`config.mk`:
```
export PLATFORM = sky130hd
export DESIGN_NAME = sound_log_command_encoder
export DESIGN_NICKNAME = d
export VERILOG_FILES = /design/src/rtl/core/slce_pkg.sv /design/src/rtl/core/slce_divider.sv /design/src/rtl/core/sound_log_command_encoder.sv
export SDC_FILE = /design/constraint.sdc
export NUM_CORES = 1
export LEC_CHECK = 0
export BUFFER_PORTS_ARGS = -buffer_cell sky130_fd_sc_hd__buf_2
export CAP_MARGIN = 20
export CORE_MARGIN = 2
export CORE_UTILIZATION = 40
export DETAILED_ROUTE_END_ITERATION = 10
export PLACE_DENSITY = 0.56
export SETUP_SLACK_MARGIN = 0.5
export SYNTH_ARGS = -nofsm -noshare
export SYNTH_HDL_FRONTEND = slang
export SYNTH_SLANG_ARGS = --single-unit
```
`constraint.sdc`:
```
create_clock -name clk -period 10.4 [get_ports clk]
set_input_delay 0.52 -clock clk [delete_from_list [all_inputs] [get_ports clk]]
set_output_delay 0.52 -clock clk [all_outputs]
set_load 0.05 [all_outputs]
```
`src/rtl/core/slce_pkg.sv`:
```
// Shared widths, command codes, chip codes and sequencer states of the sound log encoder.
package slce_pkg;

    localparam int MAX_WAIT_CHUNKS_DEF = 63;
    localparam int TARGET_RATE         = 44100;

    localparam int CLOCK_W   = 48;   // 32.16 sample clock
    localparam int FRAC_W    = 16;
    localparam int SAMPLES_W = CLOCK_W - FRAC_W;
    localparam int COUNT_W   = 16;
    localparam int RATE_W    = 18;
    localparam int PROD_W    = 32;   // sample_count * TARGET_RATE
    localparam int CHUNK_W   = 16;

    localparam logic [CHUNK_W-1:0] WAIT_MAX = 16'hFFFF;

    localparam logic [7:0] CMD_WAIT   = 8'h61;
    localparam logic [7:0] CMD_NES    = 8'hB4;
    localparam logic [7:0] CMD_DMG    = 8'hB3;
    localparam logic [7:0] CMD_PSG    = 8'h50;
    localparam logic [7:0] CMD_PSG_ST = 8'h4F;
    localparam logic [7:0] CMD_FM     = 8'h51;

    localparam logic [2:0] CHIP_NES    = 3'd0;
    localparam logic [2:0] CHIP_DMG    = 3'd1;
    localparam logic [2:0] CHIP_PSG    = 3'd2;
    localparam logic [2:0] CHIP_PSG_ST = 3'd3;
    localparam logic [2:0] CHIP_FM     = 3'd4;

    localparam logic KIND_ADVANCE = 1'b0;
    localparam logic KIND_WRITE   = 1'b1;

    localparam logic [1:0] ARGS_ONE = 2'd1;
    localparam logic [1:0] ARGS_TWO = 2'd2;

    typedef enum logic [2:0] {
        ST_IDLE,
        ST_MUL,
        ST_DIV_START,
        ST_DIV_RUN,
        ST_WAITS,
        ST_CMD
    } state_t;

endpackage

```
`src/rtl/core/slce_divider.sv`:
```
// Restoring divider, one quotient bit per cycle, for the sample clock increment.
module slce_divider
    import slce_pkg::*;
(
    input  logic                 clk,
    input  logic                 rst_n,
    input  logic                 start,
    input  logic [CLOCK_W-1:0]   dividend,
    input  logic [RATE_W-1:0]    divisor,
    output logic                 done,
    output logic [CLOCK_W-1:0]   quotient
);

    localparam int CNT_W = $clog2(CLOCK_W);
    localparam logic [CNT_W-1:0] LAST_STEP = CNT_W'(CLOCK_W - 1);

    logic                busy_reg, busy_next;
    logic                done_reg, done_next;
    logic [CNT_W-1:0]    cnt_reg, cnt_next;
    logic [RATE_W-1:0]   rem_reg, rem_next;
    logic [RATE_W-1:0]   div_reg, div_next;
    logic [CLOCK_W-1:0]  work_reg, work_next;   // dividend bits out, quotient bits in

    logic [RATE_W:0] trial;
    logic [RATE_W:0] diff;
    logic            ge;

    always_comb
    begin
        trial     = {rem_reg, work_reg[CLOCK_W-1]};
        diff      = trial - {1'b0, div_reg};
        ge        = trial >= {1'b0, div_reg};
        busy_next = busy_reg;
        done_next = 1'b0;
        cnt_next  = cnt_reg;
        rem_next  = rem_reg;
        div_next  = div_reg;
        work_next = work_reg;
        if (start)
        begin
            busy_next = 1'b1;
            cnt_next  = '0;
            rem_next  = '0;
            div_next  = divisor;
            work_next = dividend;
        end
        else if (busy_reg)
        begin
            rem_next  = ge ? diff[RATE_W-1:0] : trial[RATE_W-1:0];
            work_next = {work_reg[CLOCK_W-2:0], ge};
            cnt_next  = cnt_reg + 1'b1;
            if (cnt_reg == LAST_STEP)
            begin
                busy_next = 1'b0;
                done_next = 1'b1;
            end
        end
    end

    always_ff @(posedge clk or negedge rst_n)
    begin
        if (!rst_n)
        begin
            busy_reg <= 1'b0;
            done_reg <= 1'b0;
            cnt_reg  <= '0;
        end
        else
        begin
            busy_reg <= busy_next;
            done_reg <= done_next;
            cnt_reg  <= cnt_next;
        end
    end

    always_ff @(posedge clk)
    begin
        rem_reg  <= rem_next;
        div_reg  <= div_next;
        work_reg <= work_next;
    end

    assign done     = done_reg;
    assign quotient = work_reg;

endmodule

```
`src/rtl/core/sound_log_command_encoder.sv`:
```
// Sound log command encoder: sample clock, wait chunking and chip command output.
//
//   channel   direction  handshake           payload
//   input     in         in_valid/in_stall   kind sample_count source_rate chip
//                                            port_or_reg data_byte replay_frame
//   output    out        out_valid/out_stall cmd_byte arg_first arg_second
//                                            arg_count last
//
// Advance with nonzero rate: accept, multiply, load, 48-step divider, add.
// Zero-rate advance or run-ahead write: accepted without leaving idle.
// Write: accept, the wait commands, a step that ends them, then any chip command.
// The restoring divider and the single output register set this sequencing.
// A stalled output holds its command and the sequencer waits on it.
// Reset clears the sample clock, emitted count, fed flag and latched FM register.
module sound_log_command_encoder
    import slce_pkg::*;
#(
    parameter int MAX_WAIT_CHUNKS = MAX_WAIT_CHUNKS_DEF
)
(
    input  logic               clk,
    input  logic               rst_n,
    input  logic               in_valid,
    output logic               in_stall,
    input  logic               kind,
    input  logic [COUNT_W-1:0] sample_count,
    input  logic [RATE_W-1:0]  source_rate,
    input  logic [2:0]         chip,
    input  logic [7:0]         port_or_reg,
    input  logic [7:0]         data_byte,
    input  logic               replay_frame,
    output logic               out_valid,
    input  logic               out_stall,
    output logic [7:0]         cmd_byte,
    output logic [7:0]         arg_first,
    output logic [7:0]         arg_second,
    output logic [1:0]         arg_count,
    output logic               last
);

    localparam int N_W = $clog2(MAX_WAIT_CHUNKS + 1);
    localparam logic [N_W-1:0] N_MAX  = N_W'(MAX_WAIT_CHUNKS);
    localparam logic [N_W-1:0] N_LAST = N_W'(MAX_WAIT_CHUNKS - 1);

    state_t state_reg, state_next;

    logic [CLOCK_W-1:0]   clock_reg, clock_next;
    logic [SAMPLES_W-1:0] emitted_reg, emitted_next;
    logic                 fed_reg, fed_next;
    logic [7:0]           fm_reg_reg, fm_reg_next;
    logic [N_W-1:0]       n_reg, n_next;

    logic [COUNT_W-1:0]   count_reg, count_next;
    logic [RATE_W-1:0]    rate_reg, rate_next;
    logic [PROD_W-1:0]    prod_reg, prod_next;
    logic [2:0]           chip_reg, chip_next;
    logic [7:0]           port_reg, port_next;
    logic [7:0]           data_reg, data_next;
    logic                 has_cmd_reg, has_cmd_next;

    logic                 out_valid_reg, out_valid_next;
    logic [7:0]           cmd_reg, cmd_next;
    logic [7:0]           a1_reg, a1_next;
    logic [7:0]           a2_reg, a2_next;
    logic [1:0]           acnt_reg, acnt_next;
    logic                 last_reg, last_next;

    logic                 div_start;
    logic                 div_done;
    logic [CLOCK_W-1:0]   div_quot;

    logic [SAMPLES_W:0]   diff;
    logic [SAMPLES_W-1:0] pending;
    logic                 behind;
    logic [CHUNK_W-1:0]   chunk;
    logic                 slot_free;
    logic                 more_waits;

    slce_divider u_div (
        .clk      (clk),
        .rst_n    (rst_n),
        .start    (div_start),
        .dividend ({prod_reg, FRAC_W'(0)}),
        .divisor  (rate_reg),
        .done     (div_done),
        .quotient (div_quot)
    );

    always_comb
    begin
        diff       = {1'b0, clock_reg[CLOCK_W-1:FRAC_W]} - {1'b0, emitted_reg};
        pending    = diff[SAMPLES_W-1:0];
        behind     = !diff[SAMPLES_W] && (pending != '0);
        chunk      = (|pending[SAMPLES_W-1:CHUNK_W]) ? WAIT_MAX : pending[CHUNK_W-1:0];
        slot_free  = !out_valid_reg || !out_stall;
        more_waits = fed_reg && behind && (n_reg != N_MAX);

        state_next     = state_reg;
        clock_next     = clock_reg;
        emitted_next   = emitted_reg;
        fed_next       = fed_reg;
        fm_reg_next    = fm_reg_reg;
        n_next         = n_reg;
        count_next     = count_reg;
        rate_next      = rate_reg;
        prod_next      = prod_reg;
        chip_next      = chip_reg;
        port_next      = port_reg;
        data_next      = data_reg;
        has_cmd_next   = has_cmd_reg;
        out_valid_next = out_valid_reg && out_stall;
        cmd_next       = cmd_reg;
        a1_next        = a1_reg;
        a2_next        = a2_reg;
        acnt_next      = acnt_reg;
        last_next      = last_reg;
        div_start      = 1'b0;

        case (state_reg)
            ST_IDLE:
            begin
                if (in_valid)
                begin
                    count_next   = sample_count;
                    rate_next    = source_rate;
                    chip_next    = chip;
                    port_next    = port_or_reg;
                    data_next    = data_byte;
                    has_cmd_next = (chip inside {CHIP_NES, CHIP_DMG, CHIP_PSG, CHIP_PSG_ST})
                                   || (chip == CHIP_FM && port_or_reg != 8'd0);
                    n_next       = '0;
                    if (kind == KIND_ADVANCE)
                    begin
                        if (source_rate != '0)
                            state_next = ST_MUL;
                    end
                    else if (!replay_frame)
                    begin
                        if (chip == CHIP_FM && port_or_reg == 8'd0)
                            fm_reg_next = data_byte;
                        state_next = ST_WAITS;
                    end
                end
            end
            ST_MUL:
            begin
                prod_next  = PROD_W'(count_reg) * PROD_W'(TARGET_RATE);
                state_next = ST_DIV_START;
            end
            ST_DIV_START:
            begin
                div_start  = 1'b1;
                state_next = ST_DIV_RUN;
            end
            ST_DIV_RUN:
            begin
                if (div_done)
                begin
                    clock_next = clock_reg + div_quot;
                    fed_next   = 1'b1;
                    state_next = ST_IDLE;
                end
            end
            ST_WAITS:
            begin
                if (!more_waits)
                    state_next = has_cmd_reg ? ST_CMD : ST_IDLE;
                else if (slot_free)
                begin
                    out_valid_next = 1'b1;
                    cmd_next       = CMD_WAIT;
                    a1_next        = chunk[7:0];
                    a2_next        = chunk[15:8];
                    acnt_next      = ARGS_TWO;
                    last_next      = !has_cmd_reg
                                     && (!(|pending[SAMPLES_W-1:CHUNK_W]) || n_reg == N_LAST);
                    emitted_next   = emitted_reg + SAMPLES_W'(chunk);
                    n_next         = n_reg + 1'b1;
                end
            end
            ST_CMD:
            begin
                if (slot_free)
                begin
                    out_valid_next = 1'b1;
                    last_next      = 1'b1;
                    state_next     = ST_IDLE;
                    case (chip_reg)
                        CHIP_NES:
                        begin
                            cmd_next  = CMD_NES;
                            a1_next   = port_reg;
                            a2_next   = data_reg;
                            acnt_next = ARGS_TWO;
                        end
                        CHIP_DMG:
                        begin
                            cmd_next  = CMD_DMG;
                            a1_next   = port_reg;
                            a2_next   = data_reg;
                            acnt_next = ARGS_TWO;
                        end
                        CHIP_PSG:
                        begin
                            cmd_next  = CMD_PSG;
                            a1_next   = data_reg;
                            a2_next   = 8'd0;
                            acnt_next = ARGS_ONE;
                        end
                        CHIP_PSG_ST:
                        begin
                            cmd_next  = CMD_PSG_ST;
                            a1_next   = data_reg;
                            a2_next   = 8'd0;
                            acnt_next = ARGS_ONE;
                        end
                        default:
                        begin
                            // only the FM chip reaches here with a command
                            cmd_next  = CMD_FM;
                            a1_next   = fm_reg_reg;
                            a2_next   = data_reg;
                            acnt_next = ARGS_TWO;
                        end
                    endcase
                end
            end
            default:
            begin
                state_next = ST_IDLE;
            end
        endcase
    end

    always_ff @(posedge clk or negedge rst_n)
    begin
        if (!rst_n)
        begin
            state_reg     <= ST_IDLE;
            clock_reg     <= '0;
            emitted_reg   <= '0;
            fed_reg       <= 1'b0;
            fm_reg_reg    <= '0;
            n_reg         <= '0;
            out_valid_reg <= 1'b0;
        end
        else
        begin
            state_reg     <= state_next;
            clock_reg     <= clock_next;
            emitted_reg   <= emitted_next;
            fed_reg       <= fed_next;
            fm_reg_reg    <= fm_reg_next;
            n_reg         <= n_next;
            out_valid_reg <= out_valid_next;
        end
    end

    always_ff @(posedge clk)
    begin
        count_reg   <= count_next;
        rate_reg    <= rate_next;
        prod_reg    <= prod_next;
        chip_reg    <= chip_next;
        port_reg    <= port_next;
        data_reg    <= data_next;
        has_cmd_reg <= has_cmd_next;
        cmd_reg     <= cmd_next;
        a1_reg      <= a1_next;
        a2_reg      <= a2_next;
        acnt_reg    <= acnt_next;
        last_reg    <= last_next;
    end

    assign in_stall   = (state_reg != ST_IDLE);
    assign out_valid  = out_valid_reg;
    assign cmd_byte   = cmd_reg;
    assign arg_first  = a1_reg;
    assign arg_second = a2_reg;
    assign arg_count  = acnt_reg;
    assign last       = last_reg;

`ifndef NO_ASSERTIONS
    a_chunk_limit: assert property (@(posedge clk) disable iff (!rst_n)
        n_reg <= N_MAX)
        else $error("wait chunk count above limit");

    a_div_done_when_waiting: assert property (@(posedge clk) disable iff (!rst_n)
        div_done |-> state_reg == ST_DIV_RUN)
        else $error("divider finished outside of divide state");

    a_write_starts_waits: assert property (@(posedge clk) disable iff (!rst_n)
        (in_valid && !in_stall && kind == KIND_WRITE && !replay_frame)
        |=> state_reg == ST_WAITS && n_reg == '0)
        else $error("write transaction did not start wait emission");

    a_wait_is_two_args: assert property (@(posedge clk) disable iff (!rst_n)
        (state_reg == ST_WAITS && $rose(out_valid_reg)) |-> cmd_reg == CMD_WAIT
        && acnt_reg == ARGS_TWO)
        else $error("wait command malformed");
`endif

endmodule
```
# Word-level counts from Yosys, hierarchy flattened
# Index checks and enable logic that the tools add are counted.
# classes
n_addsub,6
n_mul,1
n_lt_le_gt_ge,1
n_eq_ne,23
mux,53
n_bitwise,1
n_reduce_logical,37
# ops
operator,n
$mux 48,2
$mux 8,10
$pmux 8 s2,4
$add 48x48->48,1
$sub 32x32->33,1
$add 32x16->32,1
$pmux 8 s4,1
$reduce_bool 32->1,1
$mul 16x14->30 const B,1
$mux 6,5
$mux 3,8
$ge 19x18->1,1
$eq 3x2->1 const B,6
$mux 18,1
$pmux 3 s6,1
$reduce_bool 18->1,1
$sub 18x18->18,1
$mux 16,1
$reduce_or 16->1,1
$add 6x1->6 const B,2
$eq 6x6->1 const B,2
$mux 1,12
$pmux 6 s2,1
$ne 2x2->1 const B,5
other kinds (24),52
# word_totals
reg_bits,302
in_bits,59
out_inout_bits,29
word_cells,149

# Logic depth before layout (Yosys ltp)
# Gate-level depths: netlist of the first run.
# depth
word_depth,8
depth_mapped,29
depth_no_buf,28

# Modules after synthesis
# From an unflattened synthesis of the first run, not the netlist that was laid out.
# unflattened
cells_unflattened,2117
hier_area_um2,21182.8
# modules_own_cells
module,n_inst,cells_per_inst,area_each_um2,seq_area_each_um2
sound_log_command_encoder,1,1700,16328.2,5810.6
slce_divider,1,417,4854.7,2542.4

# Least setup slack after synthesis of the first run
# Ideal clock, no wire load.
# synth_timing
kind,flip-flop to flip-flop
startpoint,register emitted_reg[16]
endpoint,register emitted_reg[30]
setup_ns,0.080
t_arrival_ns,6.312
required_ns,10.320
setup_slack_ns,4.008
path_stages_with_launch,30
n_path_buf,3
period_less_slack_ns,6.392
cell_sequence,dfrtp_1 > inv_1 > ha_1 > buf_2 > nand2_2 > or4_4 > or2_0 > o311a_1 > a21boi_0 > mux2_2 > nor4_1 > nand2_1 > nor2_4 > clkbuf_1 > nand2_1 > ha_1 > nor2b_1 > o21ai_0 > a21boi_0 > o21ai_0 > a21boi_0 > o21a_1 > o21ai_0 > a21oi_1 > o41ai_1 > o21ai_0 > and3_1 > buf_2 > nand4_1 > xnor2_1
# synth_between
elab_chain_len,6
word_cells_on_any_way,10
cone_classes,add/sub (2); mux (1); reduce/logical (7)
# synth_lines
item,line,rtl
start: declaration,sound_log_command_encoder.sv:48,"logic [SAMPLES_W-1:0] emitted_reg, emitted_next;"
start signal: assignment,sound_log_command_encoder.sv:251,emitted_reg <= emitted_next;
"parallel branches: the longest is 6 deep, another holds $sub 32x32->33",n/a,
# Parallel ways; which one is timed is not known.
# A chain may end at the register's enable or synchronous reset.

# Worst setup path in the final report of the first run
# layout_timing
startpoint,register emitted_reg[16]
endpoint,register emitted_reg[20]
# The elaborated chain is that of the path after synthesis.

==> metrics.yaml, run 1 <==
routabilityCongestion: 0.863
grt.overflow.total: 0
hpwl_mm: 37.2
p_total_w: 0.00488
grt_pass1_wl_mm: 79.7
cp-end-kind: "flip-flop"
drt.antenna.violating_nets: 0
synth_nets: 2491
path_clk_slew_ps: 60
rsz0062_at_grt: "false"
setup_viol: 0
fin_util: 0.450
yosysSeqAreaShare: 0.395
root_buffer: "clkbuf_16"
synth.ff_latch_count: 302
place.port_buffers: 87
period_minus_slack_ps: 7470
relSlewSlack: 0.341
track_usage: 0.185
dp.cells: 2867
final-hold-violation-count: 0
synthDistinctLibCells: 77
synth_area_leaders: "edfxtp_1 (23%), ha_1 (14%), dfrtp_1 (13%), fa_1 (4.3%), nand2_1 (4.3%)"
holdWs_ps: 98.7
fp.dieW_um: 232
finalSetupTns_ps: 0
finalNonFillerCells: 2935
drc_errors: 0
grt_max_degree: 73
fillerInstances: 4959
rows: 83
final_layout_size_suffix_gt1_frac: 0.0882
critical_path_class: "reg -> reg"
ctsResizeCount: 0
clkSinkCount: 302
synthArstFlopShare: 0.354
pin_count: 88
antenna_found_initial: 0
cts_max_level: 2
r2r_cells: 26
internal_power_w: 0.00315
critPathMaxFanout: 27
peakVddDrop_v: 0.000140
synth_warnings: 0
cts_tree: "built"
core-area_um2: 51300
grt_pass1_vias: 14900
syn_inst: 2159
synth_edf_count: 161
clk_latency_ps: 550
start_util: 0.404
finClkSkew_ps: 13.3
startpoint: "emitted_reg[16]$_DFFE_PN0P_"
synth_top_area_frac: 0.233
dr.first_iter.drc_count: 927
start_kind: "flip-flop"
vias_per_cell: 5.28
worst_pin_slew_ps: 989
power_switching_w: 0.00174
clkPwrFrac: 0.266
drt_first_pass_iters: 6
wl_per_cell_um: 16.7
clockBufferDepth: 3
die_h_um: 232
final_common_cell: "nand2_1"
yosys.area.top_type: "edfxtp_1"
syn_avg_cell_area_um2: 9.61
diodes: 0
powerDensity_nw_per_um2: 212
pwr-share-seq: 0.343
drv_cap: 0
p_comb_frac: 0.390
cts_made_buffers: 37
syn2layout_area_growth_pct: 11.2
routed_wl_mm: 48.9
worstPathRequired_ps: 10850
vias: 15500
die-area_um2: 53700
final_cell_mix: "nand2_1 (239), ha_1 (228), inv_1 (186)"
post-route-period-util: 0.718
ys.flop_type: "edfxtp_1"
hold_path.class: "in -> async"
fmax_mhz: 134
postCtsSetupRepairBufs: 0
final_nets: 2558
synth_area_um2: 20700
status: "finished clean"
maxSlewViolCount: 0
arrival_ps: 7920
ctsHoldBuffers: 0
p_leak_nw: 10.6
r2r-start: "emitted_reg[16]$_DFFE_PN0P_"
swShare: 0.356
[power groups by stage]
stage / Clock [W] / Sequential [W] / Combinational (W)
CTS: 0.00134 / 0.00168 / 0.00193
finish: 0.00130 / 0.00168 / 0.00191
floorplan: 0 / 0.00163 / 0.00154
global route: 0.00139 / 0.00170 / 0.00221
global placement: 0 / 0.00170 / 0.00188
detailed placement: 0 / 0.00170 / 0.00190
[cells in the mapped netlist (all sizes together), types with 6 or more instances]
| library cell | count |
|---|---|
| a21oi | 153 |
| nand2b | 26 |
| clkbuf | 51 |
| dfxtp | 34 |
| o21a | 18 |
| nand2 | 240 |
| o21bai | 11 |
| nor4 | 15 |
| nor2 | 137 |
| mux2i | 42 |
| nor2b | 25 |
| and2 | 13 |
| o21ai | 160 |
| inv | 187 |
| a21boi | 10 |
| and4 | 6 |
| mux2 | 15 |
| o211ai | 13 |
| xnor2 | 78 |
| nand4 | 19 |
| a31oi | 24 |
| a211oi | 13 |
| xor2 | 49 |
| and3 | 19 |
| edfxtp | 161 |
| nand3 | 67 |
| a211o | 6 |
| a21o | 48 |
| ha | 228 |
| a2111oi | 6 |
| or3 | 13 |
| o31ai | 9 |
| dfrtp | 107 |
| fa | 45 |
| nor3b | 6 |
| nor3 | 32 |
| buf | 20 |
[worst max-delay path, stage by stage, from the launching register on]
cell and delay (ps):
dfrtp_1 430, inv_1 80, ha_1 420, nand2_2 120
or4_4 540, or2_0 230, o311a_1 350, a21boi_0 210
mux2_2 360, nor4_1 450, nand2_1 210, nor2_4 570
nand2_1 160, ha_1 380, nor2b_1 160, o21ai_0 210
a21boi_0 160, o21ai_0 220, a21boi_0 150, o21a_1 210
o21ai_0 280, a21oi_1 150, o41ai_1 480, o21ai_0 220
and3_1 320, nand2_1 140, xnor2_1 140
[kinds of logic (layout without fill, tap and decap cells)]
family | Yosys count | count (layout) | synth area share
fa+ha+maj | 273 | 273 | 0.181
xor+xnor | 127 | 127 | 0.0536
flops | 302 | 302 | 0.395
mux | 57 | 57 | 0.0284
compound gates | 509 | 509 | 0.150
buf+inv | 258 | 354 | 0.0476
simple gates | 633 | 633 | 0.145
[area by class of cell]
cell class / instances / area (um^2) / share of cell area
Timing Repair Buffer: 99 / 528 / 0.0229
Tap cell: 680 / 851 / 0.0369
Multi-Input combinational cell: 1599 / 11600 / 0.502
Clock buffer: 45 / 1030 / 0.0446
Clock inverter: 23 / 199 / 0.00862
Inverter: 187 / 702 / 0.0304
Sequential cell: 302 / 8190 / 0.355
[worst paths after layout]
path	end	slack, ps
setup / recovery	emitted_reg[20]$_DFFE_PN0P_	2930
hold / removal	clock_reg[0]$_DFFE_PN0P_	100
hold reg to reg	u_div.div_reg[16]$_DFFE_PP_	420
min in group clk	count_reg[12]$_DFFE_PP_	140
max in group asynchronous	emitted_reg[8]$_DFFE_PN0P_	9110
setup reg to reg	emitted_reg[20]$_DFFE_PN0P_	2930
[per-layer routing]
layer,GRT usage,vias to the layer above,routed length (um)
li1,-,7798,-
met1,0.270,7333,24700
met2,0.281,301,21100
met3,0.0269,74,1900
met4,0.0587,0,1170
met5,0,-,0
[metrics by stage]
step	worst slack [ps]	cell area [um^2]
floorplan	4010	20700
global placement	3180	21800
detailed placement	2990	21800
CTS	2930	23100
global route	2240	23100
finish	2930	23100
No activity file was read; power rests on OpenSTA's default activity.
==> run 2: changes to the inputs <==
==> constraint.sdc (replaced) <==
create_clock -name clk -period 7.3 [get_ports clk]
set_input_delay 0.365 -clock clk [delete_from_list [all_inputs] [get_ports clk]]
set_output_delay 0.365 -clock clk [all_outputs]
set_load 0.05 [all_outputs]
==> run 2 against run 1 <==
  * Register-to-register slack worse by 2000 ps
  * Sequential share of layout area decreased by 0.74 points
  * Clock skew rose by 2.8 ps
  * Combinational power increased by 43%
  * Via count is 0.99% higher
  * Core utilization grew 0.96 points
  * Critical path type unchanged
==> metrics.yaml, run 2 (synthesis gave the netlist of run 1 again) <==
antenna_found_initial: 0  # unchanged
dp_slack_ps: 229  # -2760 ps
pin_count: 88  # unchanged
drv_cap: 0  # unchanged
rsz0062_at_grt: "false"
clkSinkCount: 302  # unchanged
place.port_buffers: 87  # unchanged
vias_per_cell: 5.25  # -0.64%
status: "finished clean"
track_usage: 0.188  # +0.00296
final_nets: 2606  # +1.9%
die-area_um2: 53700  # unchanged
maxSlewViolCount: 0  # unchanged
setup_viol: 0  # unchanged
final_cell_mix: "nand2_1 (238), ha_1 (227), inv_1 (186)"
cts_tree: "built"
start_util: 0.404  # unchanged
fp.dieW_um: 232  # unchanged
grt.overflow.total: 0  # unchanged
cts_made_buffers: 37  # unchanged
peakVddDrop_v: 0.000221  # +58%
clk_latency_ps: 550  # about the same
hpwl_mm: 37.6  # +1.1%
wl_per_cell_um: 16.6  # -0.17%
drt.antenna.violating_nets: 0  # unchanged
post-route-period-util: 0.879  # +0.161
p_leak_nw: 10.8  # +1.9%
start_kind: "flip-flop"
cp-end-kind: "flip-flop"
relSlewSlack: 0.318  # -0.0233
r2r_setup_slack_ps: 880  # -2050 ps
dr.first_iter.drc_count: 1070  # +15%
worstPathRequired_ps: 7720  # -3130 ps
clockBufferDepth: 3  # unchanged
fmax_mhz: 156  # +16%
core-area_um2: 51300  # unchanged
vias: 15700  # +0.99%
final_layout_size_suffix_gt1_frac: 0.0908  # +0.00250
p_total_w: 0.00701  # +44%
cts_max_level: 2  # unchanged
final_common_cell: "nand2_1"
grt_pass1_wl_mm: 81.4  # +2.1%
finClkSkew_ps: 16.1  # +2.81 ps
grt_max_degree: 73  # unchanged
hold_path.class: "in -> reg"
drc_errors: 0  # unchanged
routed_wl_mm: 49.6  # +1.5%
critPathMaxFanout: 8  # -70%
grt_pass1_vias: 15600  # +4.9%
critical_path_class: "reg -> reg"
path_clk_slew_ps: 60  # about the same
powerDensity_nw_per_um2: 297  # +41%
final-hold-violation-count: 0  # unchanged
arrival_ps: 6840  # -1080 ps
setup_slack_ps: 885  # -2050 ps
root_buffer: "clkbuf_16"
rows: 83  # unchanged
routabilityCongestion: 0.864  # +0.14%
drt_first_pass_iters: 5  # -1
period_minus_slack_ps: 6420  # -1050 ps
fin_util: 0.459  # +0.00963
worst_pin_slew_ps: 1020  # +34.9 ps
die_h_um: 232  # unchanged
diodes: 0  # unchanged
syn2layout_area_growth_pct: 13.6
finalSetupTns_ps: 0  # unchanged
==> run 2: cell count changes in the layout (fill, tap and decap cells not counted), moves of 3 or more <==
cell | previous run | this run
clkinv_2 | 9 | 3
clkbuf_1 | 3 | 13
dlygate4sd3_1 | 0 | 37
o21ai_0 | 158 | 155
buf_4 | 13 | 23
==> run 2: stage by stage <==
stage / instances / instance area [um^2] / hold slack (ps)
6_report: 2983 / 23600 / 28.9
5_1_grt: 2983 / 23600 / 1.19
2_1_floorplan: 2159 / 20700 / 69.4
3_5_place_dp: 2875 / 21900 / 405
4_1_cts: 2980 / 23500 / 2.45
3_3_place_gp: 2875 / 21900 / 402
==> run 2: final timing paths <==
kind | start | end | depth (start not counted)
min in group asynchronous | rst_n | u_div.cnt_reg[2]$_DFFE_PN0P_ | 2
worst max register to register | emitted_reg[16]$_DFFE_PN0P_ | emitted_reg[19]$_DFFE_PN0P_ | 22
worst min-delay path | data_byte[1] | data_reg[1]$_DFFE_PP_ | 1
worst min register to register | rate_reg[1]$_DFFE_PP_ | u_div.div_reg[1]$_DFFE_PP_ | 0
worst max-delay path | emitted_reg[16]$_DFFE_PN0P_ | emitted_reg[19]$_DFFE_PN0P_ | 22
max in group asynchronous | rst_n | emitted_reg[12]$_DFFE_PN0P_ | 3
==> run 2: final cells by class <==
type	count	area, um^2
multi-input cells	1600	11600
repair buffers	146	973
fillers	4905	27700
clock buffers	54	1060
flip-flops and latches	302	8190
well taps	680	851
inverters	187	702
clock inverters	14	175
==> run 2: where the power goes <==
| part | internal [W] | total [W] | leakage, nW | switching [W] |
|---|---|---|---|---|
| clock network | 0.00115 | 0.00188 | 0.599 | 0.000724 |
| logic | 0.00119 | 0.00274 | 7.00 | 0.00156 |
| registers | 0.00220 | 0.00239 | 3.20 | 0.000190 |
==> run 2: critical path: stages (launching register included) <==
cell and delay, ps:
dfrtp_1 440, inv_1 70, ha_2 410, nand2_2 100, or4_4 540, or2_0 230, o311a_1 360, a21boi_0 220
mux2_2 370, nor4_2 390, nand2_2 210, nor2_4 230, nand2_1 120, ha_1 370, nand2_1 100, nand3b_1 220
a2111oi_0 570, nand4_2 220, a21oi_1 230, a31oi_1 220, o211ai_4 430, nor3_2 90, xnor2_1 140
==> run 2: repair_timing <==
action | 4_1_cts | 5_1_grt
hold buffers | 37 | 0
gates resized for setup | 5 | 8
pin swaps | 0 | 3
endpoints found under the setup margin | 7 | 17
cloned | 0 | 1
hold endpoints to repair | 94 | 0
setup buffers | 0 | 2
==> run 2: layer usage <==
layer / GRT usage / wire, um / vias to the layer above
met1: 0.272 / 24800 / 7438
met4: 0.0547 / 1190 / 0
met2: 0.290 / 21700 / 262
met5: 0 / 0 / -
li1: - / - / 7892
met3: 0.0276 / 1940 / 67
==> run 3: changes to the inputs <==
--- a/config.mk
+++ b/config.mk
@@ -9,6 +9,7 @@
 export CAP_MARGIN = 20
 export CORE_MARGIN = 2
 export CORE_UTILIZATION = 40
+export CTS_BUF_LIST = sky130_fd_sc_hd__clkbuf_8
 export DETAILED_ROUTE_END_ITERATION = 10
 export PLACE_DENSITY = 0.56
 export SETUP_SLACK_MARGIN = 0.5
==> run 3 against run 2 <==
  * Non-clock buffer count up 18
  * Cell count up 1.8%
  * Sequential share of layout area decreased by 0.11 points
  * Register-to-register slack improved by 20 ps
  * Core utilization is 0.15 points higher
  * Maximum frequency increased by 0.35%
  * Hold slack better by 63 ps
  * Largest power group unchanged
==> metrics.yaml, run 3 (synthesis gave the netlist of run 1 again) <==
grt_pass1_wl_mm: 82.9  # +1.7%
die-area_um2: 53700  # unchanged
vias: 15900  # +1.8%
final_layout_size_suffix_gt1_frac: 0.100  # +0.00946
final-hold-violation-count: 0  # unchanged
die_h_um: 232  # unchanged
clkSinkCount: 302  # unchanged
rsz0062_at_grt: "false"
grt_pass1_vias: 15800  # +1.2%
vias_per_cell: 5.25  # about the same
clkPwrFrac: 0.245  # -0.023
clockBufferDepth: 3  # unchanged
pwr-share-seq: 0.351  # +0.010
syn2layout_area_growth_pct: 14.0
place.port_buffers: 87  # unchanged
worst_pin_slew_ps: 1030  # +4.99 ps
internal_power_w: 0.00431  # -5.1%
hold_path.class: "in -> reg"
pin_count: 88  # unchanged
maxSlewViolCount: 0  # unchanged
p_comb_frac: 0.404  # +0.013
finalNonFillerCells: 3036  # +1.8%
final_nets: 2641  # +1.3%
r2r_cells: 26  # +18%
arrival_ps: 6920  # +80 ps
r2r-start: "emitted_reg[16]$_DFFE_PN0P_"
track_usage: 0.191  # +0.00318
antenna_found_initial: 1  # +1
final_cell_mix: "nand2_1 (238), ha_1 (227), inv_1 (199)"
critical_path_class: "reg -> reg"
setup_viol: 0  # unchanged
relSlewSlack: 0.314  # -0.00333
drt_first_pass_iters: 7  # +2
grt.overflow.total: 0  # unchanged
routabilityCongestion: 0.864  # unchanged
endpoint: "emitted_reg[30]$_DFFE_PN0P_"
r2r_end: "emitted_reg[30]$_DFFE_PN0P_"
dp.cells: 2875  # unchanged
cts_max_level: 2  # unchanged
fp.dieW_um: 232  # unchanged
finClkSkew_ps: 11.9  # -4.13 ps
worstPathRequired_ps: 7820  # +100 ps
period_minus_slack_ps: 6390  # -22.5 ps
peakVddDrop_v: 0.000216  # -2.5%
swShare: 0.367  # +0.0144
routed_wl_mm: 50.5  # +1.6%
r2r_setup_slack_ps: 910  # +20 ps
drc_errors: 0  # unchanged
cts_tree: "built"
powerDensity_nw_per_um2: 288  # -3.3%
fillerInstances: 4922  # +0.35%
rows: 83  # unchanged
finalSetupTns_ps: 0  # unchanged
clk_latency_ps: 640  # +90 ps
power_switching_w: 0.00249  # +1.0%
wl_per_cell_um: 16.6  # -0.15%
start_kind: "flip-flop"
cts_made_buffers: 54  # +46%
max_stage_delay_ps: 540  # -30 ps
cp-end-kind: "flip-flop"
drv_cap: 0  # unchanged
post-route-period-util: 0.876  # -0.00308
startpoint: "emitted_reg[16]$_DFFE_PN0P_"
final_common_cell: "nand2_1"
fmax_mhz: 156  # +0.35%
holdWs_ps: 91.6  # +62.7 ps
path_clk_slew_ps: 60  # about the same
root_buffer: "clkbuf_8"
core-area_um2: 51300  # unchanged
p_leak_nw: 10.9  # +0.92%
start_util: 0.404  # unchanged
drt.antenna.violating_nets: 0  # unchanged
crit_slowest_cell: "or4_4"
grt_max_degree: 73  # unchanged
critPathMaxFanout: 8  # unchanged
status: "finished clean"
hpwl_mm: 37.6  # unchanged
dr.first_iter.drc_count: 1042  # -2.6%
[run 3: cell count changes in the layout (fill, tap and decap cells not counted), sizes merged]
cell / change
clkbuf: +4
diode: +1
bufinv: +1
clkinvlp: +2
dlygate4sd3: +18
inv: +14
clkinv: +13
[run 3: how the worst min path moves through the flow]
stage	startpoint	end	slack [ps]	cells after the start
final	kind	state_reg[2]$_DFFE_PN0P_	90	3
after global routing	kind	state_reg[2]$_DFFE_PN0P_	60	3
after CTS	kind	state_reg[2]$_DFFE_PN0P_	50	3
after detailed placement	rate_reg[1]$_DFFE_PP_	u_div.div_reg[1]$_DFFE_PP_	400	0
after global placement	rate_reg[15]$_DFFE_PP_	u_div.div_reg[15]$_DFFE_PP_	400	0
after floorplan	rst_n	clock_reg[0]$_DFFE_PN0P_	70	0
[run 3: layout make-up]
type | count | area, um^2 | share of cell area
diodes | 1 | 2.50 | 0.000106
clock buffers | 58 | 798 | 0.0338
clock inverters | 44 | 334 | 0.0141
inverters | 187 | 702 | 0.0297
multi-input cells | 1600 | 11600 | 0.491
flip-flops and latches | 302 | 8190 | 0.347
well taps | 680 | 851 | 0.0360
repair buffers | 164 | 1150 | 0.0488
[run 3: power groups by stage]
stage               clock network (W)  logic, W  registers [W]
floorplan                           0   0.00219        0.00232
detailed placement                  0   0.00272        0.00242
global route                  0.00180   0.00319        0.00242
CTS                           0.00172   0.00278        0.00239
global placement                    0   0.00268        0.00242
finish                        0.00167   0.00275        0.00239
[run 3: repair_timing]
action,4_1_cts,5_1_grt
endpoints found under the hold margin,121,0
pin swaps,0,3
buffers inserted,0,2
endpoints found under the setup margin,7,17
hold buffers,55,0
gates resized for setup,5,8
gates cloned,0,1
[run 3: stage by stage]
stage                     setup slack, ps  area (um^2)   util  total power, W
after floorplan                       908        20700      -         0.00452
after global placement                357        21900  0.427         0.00510
after detailed placement              229        21900  0.427         0.00514
after CTS                             541        23600  0.460         0.00689
after global routing                  525        23600  0.461         0.00741
final                                 907        23600  0.461         0.00680
[run 3: layer usage]
metal  vias to the layer above  GRT usage  wire length (um)
met4                         0     0.0605              1270
met1                      7534      0.275             24500
li1                       7969          -                 -
met3                        79     0.0306              2480
met2                       365      0.293             22200
met5                         -          0                 0
[run 3: critical path: cells and delay by family (launching register included)]
| family | cells | cell delay (ps) |
|---|---|---|
| buf+inv | 1 | 70 |
| flops | 1 | 440 |
| simple gates | 10 | 2370 |
| compound gates | 11 | 2050 |
| mux | 1 | 370 |
| xor+xnor | 1 | 160 |
| fa+ha+maj | 2 | 800 |
